--- src/hw/rtl/bfsk_pkg.sv ---
// Shared types and constants of the Bloom filter unit.
package bfsk_pkg;

  localparam int unsigned MW = 13;  // width of the filter_bits register

  localparam logic [1:0] CMD_INSERT = 2'd0;
  localparam logic [1:0] CMD_SEARCH = 2'd1;
  localparam logic [1:0] CMD_CLEAR  = 2'd2;
  localparam logic [1:0] CMD_NONE   = 2'd3;

  localparam logic [1:0] KIND_INSERT = 2'd0;
  localparam logic [1:0] KIND_SEARCH = 2'd1;
  localparam logic [1:0] KIND_CLEAR  = 2'd2;

  localparam logic [0:0] REG_FILTER_BITS = 1'd0;
  localparam logic [0:0] REG_HASH_COUNT  = 1'd1;

  localparam logic [2:0] H_MUL  = 3'd0;
  localparam logic [2:0] H_SEED = 3'd1;
  localparam logic [2:0] H_DJB  = 3'd2;
  localparam logic [2:0] H_ROT  = 3'd3;
  localparam logic [2:0] H_SDBM = 3'd4;
  localparam logic [2:0] H_SFXM = 3'd5;
  localparam logic [2:0] H_SFXS = 3'd6;

  localparam logic [31:0] MUL_START = 32'd548957;
  localparam logic [31:0] MUL_STEP  = 32'd93683;
  localparam logic [31:0] SEED_B    = 32'd97;
  localparam logic [31:0] DJB_START = 32'd5381;

  typedef struct packed {
    logic [1:0] command;
    logic [7:0] key_byte;
    logic       last;
  } key_item_t;

  typedef struct packed {
    logic [1:0] kind;
    logic       found;
    logic       too_long;
  } result_t;

  typedef struct packed {
    logic [0:0]    reg_index;
    logic [MW-1:0] wdata;
  } cfg_item_t;

  typedef struct packed {
    logic        restart;
    logic        take;
    logic [7:0]  key_byte;
  } hash_ctl_t;

  typedef struct packed {
    logic          start;
    logic [31:0]   dividend;
    logic [MW-1:0] modulus;
  } mod_req_t;

endpackage

--- src/hw/rtl/bfsk_mod_unit.sv ---
// Bit-serial restoring modulo unit, one dividend bit per cycle.
module bfsk_mod_unit import bfsk_pkg::*; (
  input  logic          clk_i,
  input  logic          rst_ni,
  input  mod_req_t      req_i,
  output logic          done_o,
  output logic [MW-1:0] rem_o
);

  logic [31:0]   dvd_q, dvd_d;
  logic [MW-1:0] rem_q, rem_d;
  logic [MW-1:0] m_q, m_d;
  logic [5:0]    cnt_q, cnt_d;
  logic          busy_q, busy_d;
  logic          done_q, done_d;
  logic [MW:0]   trial;

  always_comb begin
    trial  = {rem_q, dvd_q[31]};
    dvd_d  = dvd_q;
    rem_d  = rem_q;
    m_d    = m_q;
    cnt_d  = cnt_q;
    busy_d = busy_q;
    done_d = 1'b0;
    if (req_i.start) begin
      dvd_d  = req_i.dividend;
      rem_d  = '0;
      m_d    = req_i.modulus;
      cnt_d  = '0;
      busy_d = 1'b1;
    end else if (busy_q) begin
      if (trial >= {1'b0, m_q}) begin
        rem_d = MW'(trial - {1'b0, m_q});
      end else begin
        rem_d = trial[MW-1:0];
      end
      dvd_d = {dvd_q[30:0], 1'b0};
      cnt_d = cnt_q + 6'd1;
      if (cnt_q == 6'd31) begin
        busy_d = 1'b0;
        done_d = 1'b1;
      end
    end
  end

  always_ff @(posedge clk_i or negedge rst_ni) begin
    if (!rst_ni) begin
      busy_q <= 1'b0;
      done_q <= 1'b0;
      cnt_q  <= '0;
    end else begin
      busy_q <= busy_d;
      done_q <= done_d;
      cnt_q  <= cnt_d;
    end
  end

  always_ff @(posedge clk_i) begin
    dvd_q <= dvd_d;
    rem_q <= rem_d;
    m_q   <= m_d;
  end

  assign done_o = done_q;
  assign rem_o  = rem_q;

endmodule

--- config.mk ---
export PLATFORM = sky130hd
export DESIGN_NAME = bfsk_mod_unit
export DESIGN_NICKNAME = d
export VERILOG_FILES = /design/src/hw/rtl/bfsk_pkg.sv /design/src/hw/rtl/bfsk_mod_unit.sv
export SDC_FILE = /design/constraint.sdc
export NUM_CORES = 1
export LEC_CHECK = 0
export ABC_AREA = 1
export BUFFER_PORTS_ARGS = -buffer_cell sky130_fd_sc_hd__buf_2
export CORE_ASPECT_RATIO = 0.9
export CORE_MARGIN = 2
export CORE_UTILIZATION = 30
export CTS_CLUSTER_SIZE = 24
export DETAILED_ROUTE_END_ITERATION = 12
export SETUP_SLACK_MARGIN = 0.2
export SLEW_MARGIN = 20
export SYNTH_ARGS = -nofsm -noshare
export SYNTH_HDL_FRONTEND = slang
export SYNTH_SLANG_ARGS = --single-unit
--- constraint.sdc ---
create_clock -name clk_i -period 3.4 [get_ports clk_i]
set_input_delay 0.34 -clock clk_i [delete_from_list [all_inputs] [get_ports clk_i]]
set_output_delay 0.34 -clock clk_i [all_outputs]
set_load 0.01 [all_outputs]
==> impl_metrics.tcl <==
set metrics [dict create \
    outcome "completed" \
    grt_max_degree 39 \
    synth_top_cell_by_area "edfxtp_1" \
    synth.avg_cell_area_um2 7.97 \
    peakVddDrop_v 0.000255 \
    synth_ff_type "edfxtp_1" \
    rows 38 \
    start_kind "flop" \
    synth_top_area_share_pct 36.8 \
    via_per_inst 4.36 \
    core-area_um2 12000 \
    dp_hpwl_um 5940 \
    dr_wl_met3_um 515 \
    multiInputGateArea_um2 1520 \
    setup_viol 0 \
    cts_tree "done" \
    antenna_found_initial 0 \
    grt_pass1_wl_um 13600 \
    drt_iter0_markers 113 \
    hold_path_class "primary input to flop" \
    cts-root-buf "clkbuf_16" \
    seqCellArea_um2 1810 \
    finalClockSkew_ns 0.00666 \
    ys_warn_count 0 \
    p_leak_uw 0.00234 \
    yosysSeqAreaShare_pct 49.3 \
    power.density_nw_per_um2 636 \
    whs_ns 0.180 \
    antennaDiodeCount 0 \
    timing.fmax_ghz 0.465 \
    worstPathRequired_ns 3.65 \
    cts.sinks 66 \
    io_pins 62 \
    num_vias 3007 \
    nNetsFinal 588 \
    path_class "flop to flop" \
    dr.pass1.iters 5 \
    dieArea_um2 13100 \
    slew_violations 0 \
    htree_levels 3 \
    portBuffers 61 \
    final_cell_area_um2 4420 \
    synth_edf_count 45 \
    arrival_ns 2.40 \
    crit_path_max_fanout 14 \
    syn2layout_area_growth_pct 20.2 \
    worstMarginPinSlew_ns 1.10 \
    post_cts_buffers 0 \
    hold_violations 0 \
    layout-drive-gt1-share_pct 18.0 \
    wl_met1_um 3740 \
    drt-total-wl_um 8130 \
    clk_pin_slew_worst_paths_ns 0.06 \
    synth.distinct_cells 31 \
    ys_ff_latch 66 \
    fp.dieH_um 109 \
    dpl_cell_area_um2 4150 \
    max_slew_margin_pct 26.5 \
    wl_met2_um 3730 \
    globalplace.congestion 0.847 \
    report.power.total_uw 2810 \
    wl_per_cell_um 11.8 \
    die_x_um 121 \
    highest_layer "met4" \
    final_cell_mix "nand2_1, inv_1, buf_2" \
    setup_tns_ns 0 \
    ant_nets 0 \
    clock_path_buffers 2 \
    async_flop_share_pct 12.1 \
    post-place-ws_ns 1.29 \
    syn_nets 524 \
    start_util_pct 30.6 \
    layout_commonest_cell "nand2_1" \
    crit_path_end_kind "flop" \
    synth.area.top_cells "edfxtp_1, nand2_1, inv_1" \
    globalRouteTotalUtil_pct 13.3 \
    numCtsBuffers 9 \
    fin_crit_sh_pct 63.3 \
    fill_cells 1267 \
    period_needed_ns 2.15 \
    synthCells 461 \
    setup_ws_ns 1.25 \
    cts-resized-gates 0 \
    drc 0 \
    drv_cap 0 \
    grt-ovfl-total 0 \
    grt_pass1_vias 2921 \
    clk_latency_ns 0.33 \
    syn_area_um2 3670 \
    rsz0062_at_grt "false" \
]
-- power by group --
| part | internal [uW] | switching, uW |
|---|---|---|
| registers | 971 | 73.8 |
| logic | 357 | 594 |
| clock network | 483 | 330 |
-- worst max-delay path: stages (launching register included) --
cell	delay (ns)
dfxtp_1	0.34
ha_1	0.36
nand2_1	0.14
inv_2	0.05
nand2_1	0.06
nand2_1	0.09
a21oi_4	0.39
nand3_4	0.29
nand2_1	0.13
nand2_1	0.05
o21ai_0	0.17
-- cells by family after synthesis --
family                   count (synthesis)  share of synthesized area (%)
buffers and inverters                   87                           9.27
flip-flops                              66                           49.3
adder cells (fa/ha/maj)                 15                           5.32
XOR/XNOR                                 6                           1.43
AND/OR/NAND/NOR                        276                           32.7
AO/OA/AOI/OAI                           11                           1.98
-- final cells by class --
type	instances	share of cell area [%]
multi-input cells	308	34.4
clock inverters	6	0.793
inverters	74	6.29
flip-flops and latches	66	41.0
clock buffers	9	5.10
well taps	160	4.53
repair buffers	66	7.82
-- state kept, by name (all words and copies together) (netlist names) --
| name | count |
|---|---|
| cnt_q | 6 |
| done_o | 1 |
| rem_o | 13 |
| busy_q | 1 |
| m_q | 13 |
| dvd_q | 32 |
-- layer usage --
layer  up-vias  GRT usage (%)
met5         -              0
met4         0           4.98
met3        13           4.55
met2        84           22.2
met1      1333           15.9
li1       1577              -
-- through the flow --
stage	std cells	utilization (%)
after floorplan	461	-
after global placement	673	34.6
after detailed placement	673	34.6
after CTS	689	36.9
after global routing	689	36.9
final	689	36.9
-- path summary, 6_finish.rpt --
| check | from | end | slack [ns] | depth (start not counted) |
|---|---|---|---|---|
| setup / recovery | rem_o[8] | rem_o[2] | 1.25 | 10 |
| hold / removal | req_i[0] | m_q[0] | 0.18 | 1 |
| setup reg to reg | rem_o[8] | rem_o[2] | 1.25 | 10 |
| hold reg to reg | rem_o[12] | rem_o[12] | 0.49 | 2 |
| max in group asynchronous | rst_ni | cnt_q[0] | 2.85 | 2 |
| min in group asynchronous | rst_ni | cnt_q[1] | 0.38 | 2 |
-- what timing repair did --
| action | 4_1_cts | 5_1_grt |
|---|---|---|
| hold buffers | 1 | 0 |
| setup endpoints to repair | 0 | 0 |
| endpoints found under the hold margin | 8 | 0 |
-- synthesized netlist by cell type, drive strengths merged, types with 3 or more instances --
cell      n
a21oi     6
buf       7
clkbuf    6
dfrtp     8
dfxtp    13
edfxtp   45
ha       14
inv      73
nand2   205
nand3    32
nand4    17
nor2     19
o21ai     3
xnor2     3
xor2      3
Power figures use the tool's default switching activity.
