$ cat src/hw/rtl/bfsk_pkg.sv
// Shared types and constants of the Bloom filter unit.
package bfsk_pkg;

  localparam int unsigned MW = 13;  // width of the filter_bits register

  localparam logic [1:0] CMD_INSERT = 2'd0;
  localparam logic [1:0] CMD_SEARCH = 2'd1;
  localparam logic [1:0] CMD_CLEAR  = 2'd2;
  localparam logic [1:0] CMD_NONE   = 2'd3;

  localparam logic [1:0] KIND_INSERT = 2'd0;
  localparam logic [1:0] KIND_SEARCH = 2'd1;
  localparam logic [1:0] KIND_CLEAR  = 2'd2;

  localparam logic [0:0] REG_FILTER_BITS = 1'd0;
  localparam logic [0:0] REG_HASH_COUNT  = 1'd1;

  localparam logic [2:0] H_MUL  = 3'd0;
  localparam logic [2:0] H_SEED = 3'd1;
  localparam logic [2:0] H_DJB  = 3'd2;
  localparam logic [2:0] H_ROT  = 3'd3;
  localparam logic [2:0] H_SDBM = 3'd4;
  localparam logic [2:0] H_SFXM = 3'd5;
  localparam logic [2:0] H_SFXS = 3'd6;

  localparam logic [31:0] MUL_START = 32'd548957;
  localparam logic [31:0] MUL_STEP  = 32'd93683;
  localparam logic [31:0] SEED_B    = 32'd97;
  localparam logic [31:0] DJB_START = 32'd5381;

  typedef struct packed {
    logic [1:0] command;
    logic [7:0] key_byte;
    logic       last;
  } key_item_t;

  typedef struct packed {
    logic [1:0] kind;
    logic       found;
    logic       too_long;
  } result_t;

  typedef struct packed {
    logic [0:0]    reg_index;
    logic [MW-1:0] wdata;
  } cfg_item_t;

  typedef struct packed {
    logic        restart;
    logic        take;
    logic [7:0]  key_byte;
  } hash_ctl_t;

  typedef struct packed {
    logic          start;
    logic [31:0]   dividend;
    logic [MW-1:0] modulus;
  } mod_req_t;

endpackage

$ cat src/hw/rtl/bfsk_hash_acc.sv
// Per-byte string hash accumulators and decimal suffix values.
module bfsk_hash_acc import bfsk_pkg::*; #(
  parameter int unsigned MAX_KEY_LEN = 16,
  parameter int unsigned LW = $clog2(MAX_KEY_LEN + 1)
) (
  input  logic                              clk_i,
  input  logic                              rst_ni,
  input  hash_ctl_t                         ctl_i,
  output logic [4:0][31:0]                  acc_o,
  output logic [31:0]                       rot_len_o,
  output logic [LW-1:0]                     len_o,
  output logic [MAX_KEY_LEN-1:0][31:0]      sv_o,
  output logic                              full_o,
  output logic                              overlong_o
);

  logic [4:0][31:0]             acc_q, acc_d;
  logic [31:0]                  mul_q, mul_d;
  logic [LW-1:0]                len_q, len_d;
  logic [MAX_KEY_LEN-1:0][31:0] sv_q, sv_d;
  logic [MAX_KEY_LEN-1:0]       stop_q, stop_d;
  logic                         ovl_q, ovl_d;
  logic [31:0]                  c;
  logic [31:0]                  dig_val;
  logic                         dig;
  logic                         full;
  logic [63:0]                  rot_wide;
  logic [4:0]                   rot_amt;

  assign full    = (len_q == LW'(MAX_KEY_LEN));
  assign c       = {24'd0, ctl_i.key_byte};
  assign dig     = (ctl_i.key_byte >= 8'h30) && (ctl_i.key_byte <= 8'h39);
  assign dig_val = {24'd0, ctl_i.key_byte - 8'h30};

  always_comb begin
    acc_d  = acc_q;
    mul_d  = mul_q;
    len_d  = len_q;
    sv_d   = sv_q;
    stop_d = stop_q;
    ovl_d  = ovl_q;
    if (ctl_i.restart) begin
      // Only the djb2 accumulator starts nonzero.
      acc_d  = {32'd0, 32'd0, DJB_START, 32'd0, 32'd0};
      mul_d  = MUL_START;
      len_d  = '0;
      stop_d = '0;
      ovl_d  = 1'b0;
    end else if (ctl_i.take) begin
      if (full) begin
        ovl_d = 1'b1;
      end else begin
        acc_d[H_MUL]  = acc_q[H_MUL] * mul_q + c;
        mul_d         = mul_q * MUL_STEP;
        acc_d[H_SEED] = acc_q[H_SEED] * SEED_B + c;
        acc_d[H_DJB]  = (acc_q[H_DJB] << 5) + acc_q[H_DJB] + c;
        acc_d[H_ROT]  = {acc_q[H_ROT][26:0], acc_q[H_ROT][31:27]} ^ c;
        acc_d[H_SDBM] = (acc_q[H_SDBM] << 16) + (acc_q[H_SDBM] << 6)
                        - acc_q[H_SDBM] + c;
        for (int unsigned i = 1; i < MAX_KEY_LEN; i++) begin
          if (LW'(i) < len_q) begin
            if (!stop_q[i]) begin
              if (dig) begin
                sv_d[i] = (sv_q[i] << 3) + (sv_q[i] << 1) + dig_val;
              end else begin
                stop_d[i] = 1'b1;
              end
            end
          end else if (LW'(i) == len_q) begin
            sv_d[i]   = dig ? dig_val : 32'd0;
            stop_d[i] = !dig;
          end
        end
        len_d = len_q + LW'(1);
      end
    end
  end

  always_ff @(posedge clk_i or negedge rst_ni) begin
    if (!rst_ni) begin
      acc_q  <= {32'd0, 32'd0, DJB_START, 32'd0, 32'd0};
      mul_q  <= MUL_START;
      len_q  <= '0;
      stop_q <= '0;
      ovl_q  <= 1'b0;
    end else begin
      acc_q  <= acc_d;
      mul_q  <= mul_d;
      len_q  <= len_d;
      stop_q <= stop_d;
      ovl_q  <= ovl_d;
    end
  end

  always_ff @(posedge clk_i) begin
    sv_q <= sv_d;
  end

  // Length mixed in for the rotate-xor hash: rotl(n, 5n mod 32).
  assign rot_amt  = 5'((len_q << 2) + len_q);
  assign rot_wide = {32'(len_q), 32'(len_q)} << rot_amt;

  assign acc_o      = acc_q;
  assign rot_len_o  = rot_wide[63:32];
  assign len_o      = len_q;
  assign sv_o       = sv_q;
  assign full_o     = full;
  assign overlong_o = ovl_q;

endmodule

$ cat config.mk
export PLATFORM = sky130hd
export DESIGN_NAME = bfsk_hash_acc
export DESIGN_NICKNAME = d
export VERILOG_FILES = /design/src/hw/rtl/bfsk_pkg.sv /design/src/hw/rtl/bfsk_hash_acc.sv
export SDC_FILE = /design/constraint.sdc
export NUM_CORES = 2
export LEC_CHECK = 0
export ABC_AREA = 1
export BUFFER_PORTS_ARGS = -buffer_cell sky130_fd_sc_hd__buf_2
export CORE_ASPECT_RATIO = 0.6
export CORE_MARGIN = 4
export CORE_UTILIZATION = 40
export CTS_CLUSTER_DIAMETER = 60
export CTS_CLUSTER_SIZE = 14
export DETAILED_ROUTE_END_ITERATION = 16
export SETUP_SLACK_MARGIN = 0.1
export SLEW_MARGIN = 20
export SYNTH_ARGS = -nofsm -noshare
export SYNTH_HDL_FRONTEND = slang
export SYNTH_SLANG_ARGS = --single-unit
$ cat constraint.sdc
create_clock -name clk_i -period 6.5 [get_ports clk_i]
set_input_delay 1.3 -clock clk_i [delete_from_list [all_inputs] [get_ports clk_i]]
set_output_delay 1.3 -clock clk_i [all_outputs]
set_load 0.03 [all_outputs]
==> reports/results.ini <==
[status]
status = finished, violations left
violations = negative setup slack

[synth]
ys_seq_area_frac = 0.2204
yosysWarnings = 0
async_reset_ff_frac = 0.3074
synth_top_family_by_area = adder cells
synthTopCellsByArea = ha_1 (18%), fa_1 (17%), edfxtp_1 (16%)
yosys.cell_types.count = 80
synth_top_area_share = 0.1803
yosys.area.top_type = ha_1
ys.flop_type = edfxtp_1
syn_inst = 11110
synthAdderAreaFrac = 0.3503
synthMuxAreaShare = 0
avgSynthCellArea_sq_um = 8.071
ys_ff_latch = 693
synth_area_sq_um = 89650
synth_commonest_cells = inv_1 (2150), nand2_1 (2150), ha_1 (1292), a21oi_1 (1074), fa_1 (761)
synthSimpleGateAreaFrac = 0.1619
synth_enable_flop_cells = 480
synthXorXnorAreaFrac = 0.01260
synth-compound-area-share = 0.1491

[floorplan]
io_pins = 723
dieArea_sq_um = 232000
coreArea_sq_um = 222700
die_w_um = 619.2
row_count = 134
dieHeight_um = 374.7
start_util = 0.4026

[critical_path]
required_ps = 7060
crit_path_end_kind = flip-flop
crit_arrival_ps = 7260
reg2reg_from = mul_q[3]
path_max_fanout = 3
ff2ff_path_depth = 26
path_class = flip-flop to flip-flop
crit_path_start = mul_q[3]
reg2reg_slack_ps = -200
r2r_end = acc_o[26]
start_kind = flip-flop

[timing]
finalHoldViolCount = 0
rsz0062_at_grt = true
fin_crit_ps = 6701
fmax_ghz = 0.1492
clock_skew_ps = 69.56
setup_viol = 10
timing.slew.headroom = 0.2106
worst_pin_slew_ps = 1181
finalCritPeriodShare = 1.031
final_max_slew_viol_count = 0
fin_ws_ps = -200.9

[layout]
stdcell_count = 15150
final_util = 0.4663
synthToLayoutAreaGrowth_pct = 15.81
final_nets = 14140
layout-drive-gt1-share = 0.1417

[clock_network]
cts_tree = built
clock_latency_ps = 750
clockRootBuffer = clkbuf_16
clock_path_buffers = 3
cts_inserted_buffers = 92
cts.sinks = 693
ctsHoldBuffers = 0
cts_htree_levels = 3
path_clk_slew_ps = 60

[global_route]
antenna_found_initial = 14
gr-total-overflow = 0
grt_pass1_vias = 78220
grt_max_degree = 84
grt_usage = 0.2794
grt_first_pass_wirelength_um = 497800

[hold_path]
min_to = overlong_o
worstHoldPathType = flip-flop to flip-flop
hp-start = overlong_o
whs_path_depth = 1

[route]
met2RoutedLength_um = 129100
wl_met3_um = 29420
wl_met1_um = 159600
drt_iter0_markers = 7658
drt_wl_total_um = 331800
drtPass1Iterations = 6
avgRoutedWirePerCell_um = 21.90
vias_per_cell = 5.392
drcViolationCount = 0
vias = 81680
highest_layer = met5
ant_nets = 0

[place]
io_buffers = 690
hpwl_um = 274100
gp_congestion = 1.005
post-place-cells = 14900

[flow_run]
max-cap-violations = 0

-- metal layers --
layer / up-vias / track usage
li1: 38470 / -
met1: 39670 / 0.4294
met2: 3137 / 0.3812
met3: 407 / 0.06027
met4: 2 / 0.09372
met5: - / 0
-- sequential cells by signal, summed over array words and instances (netlist names) --
register	cells
len_o	5
mul_q	32
sv_o	480
acc_o	160
overlong_o	1
stop_q	15
-- how the worst max path moves through the flow --
stage                endpoint  slack, ps  cells after the start
global placement    acc_o[27]       -410                     25
finish              acc_o[26]       -200                     26
CTS                 acc_o[26]       -120                     26
floorplan           acc_o[24]         90                     25
global route        acc_o[22]       -380                     25
detailed placement  acc_o[28]       -480                     23
-- repair_timing --
action,CTS,global route
pin swaps,103,80
buffers inserted,56,16
gates resized for setup,161,123
hold endpoints to repair,0,0
setup endpoints to repair,20,28
cloned,1,0
-- through the flow --
| stage | TNS (ps) | hold WS (ps) | cell area (sq um) | setup slack, ps |
|---|---|---|---|---|
| after floorplan | 0 | 453.4 | 89890 | 92.68 |
| after global placement | -4706 | 471.3 | 98840 | -410.0 |
| after detailed placement | -5185 | 486.9 | 98840 | -480.1 |
| after CTS | -410.7 | 501.7 | 103200 | -120.8 |
| after global routing | -3313 | 511.8 | 103800 | -383.6 |
| final | -969.8 | 498.1 | 103800 | -200.9 |
-- placed cells by master (no fill, tap or decap), types with 58 or more instances in the layout --
| master | netlist | routed |
|---|---|---|
| a21o_1 | 109 | 109 |
| clkbuf_16 | 0 | 92 |
| o21ai_0 | 596 | 571 |
| xnor2_1 | 78 | 78 |
| dfrtp_1 | 200 | 183 |
| a31oi_1 | 58 | 58 |
| a21oi_1 | 1074 | 1044 |
| nand4_1 | 127 | 127 |
| nand2_1 | 2150 | 2119 |
| edfxtp_1 | 480 | 480 |
| o21a_1 | 97 | 97 |
| o21ai_1 | 81 | 96 |
| fa_1 | 761 | 741 |
| buf_2 | 72 | 688 |
| nor2_1 | 547 | 532 |
| nand3_1 | 340 | 333 |
| ha_1 | 1292 | 1263 |
| or2_2 | 86 | 85 |
| inv_1 | 2150 | 2119 |
| buf_4 | 36 | 339 |
| nor3_1 | 85 | 82 |
-- kinds of logic after synthesis --
| logic type | count (synthesis) |
|---|---|
| AND/OR/NAND/NOR | 3450 |
| buffers and inverters | 2441 |
| AO/OA/AOI/OAI | 2341 |
| adder cells (fa/ha/maj) | 2053 |
| flip-flops | 693 |
| XOR/XNOR | 129 |
| other | 1 |
-- critical path, cell delays in order (launching register included) --
cell and delay [ps]:
dfstp_2 600, buf_12 130, buf_8 110, nand2_4 50, inv_2 40, fa_1 430
fa_1 570, inv_2 40, fa_1 480, fa_1 530, inv_1 60, fa_1 490
fa_1 430, fa_1 530, fa_1 460, ha_4 320, nand2_4 60, nor4_4 310
nand4_1 170, nand3_2 160, nand3_2 90, nand2_2 90, nand2_2 70, nand2_4 80
a21oi_2 60, o21ai_1 130, nand2_1 80
-- final cells by class --
cell class / instances / area [sq um]
diodes: 6 / 15.01
clock buffers: 96 / 2337
clock inverters: 71 / 875.8
fillers: 21910 / 118800
inverters: 2176 / 8180
multi-input cells: 8005 / 61560
flip-flops and latches: 693 / 19780
well taps: 2992 / 3744
repair buffers: 1110 / 7325
Power is left out: the tool's default activity adds up to more than one toggle a clock period on the data nets, which glitch-free logic cannot reach.
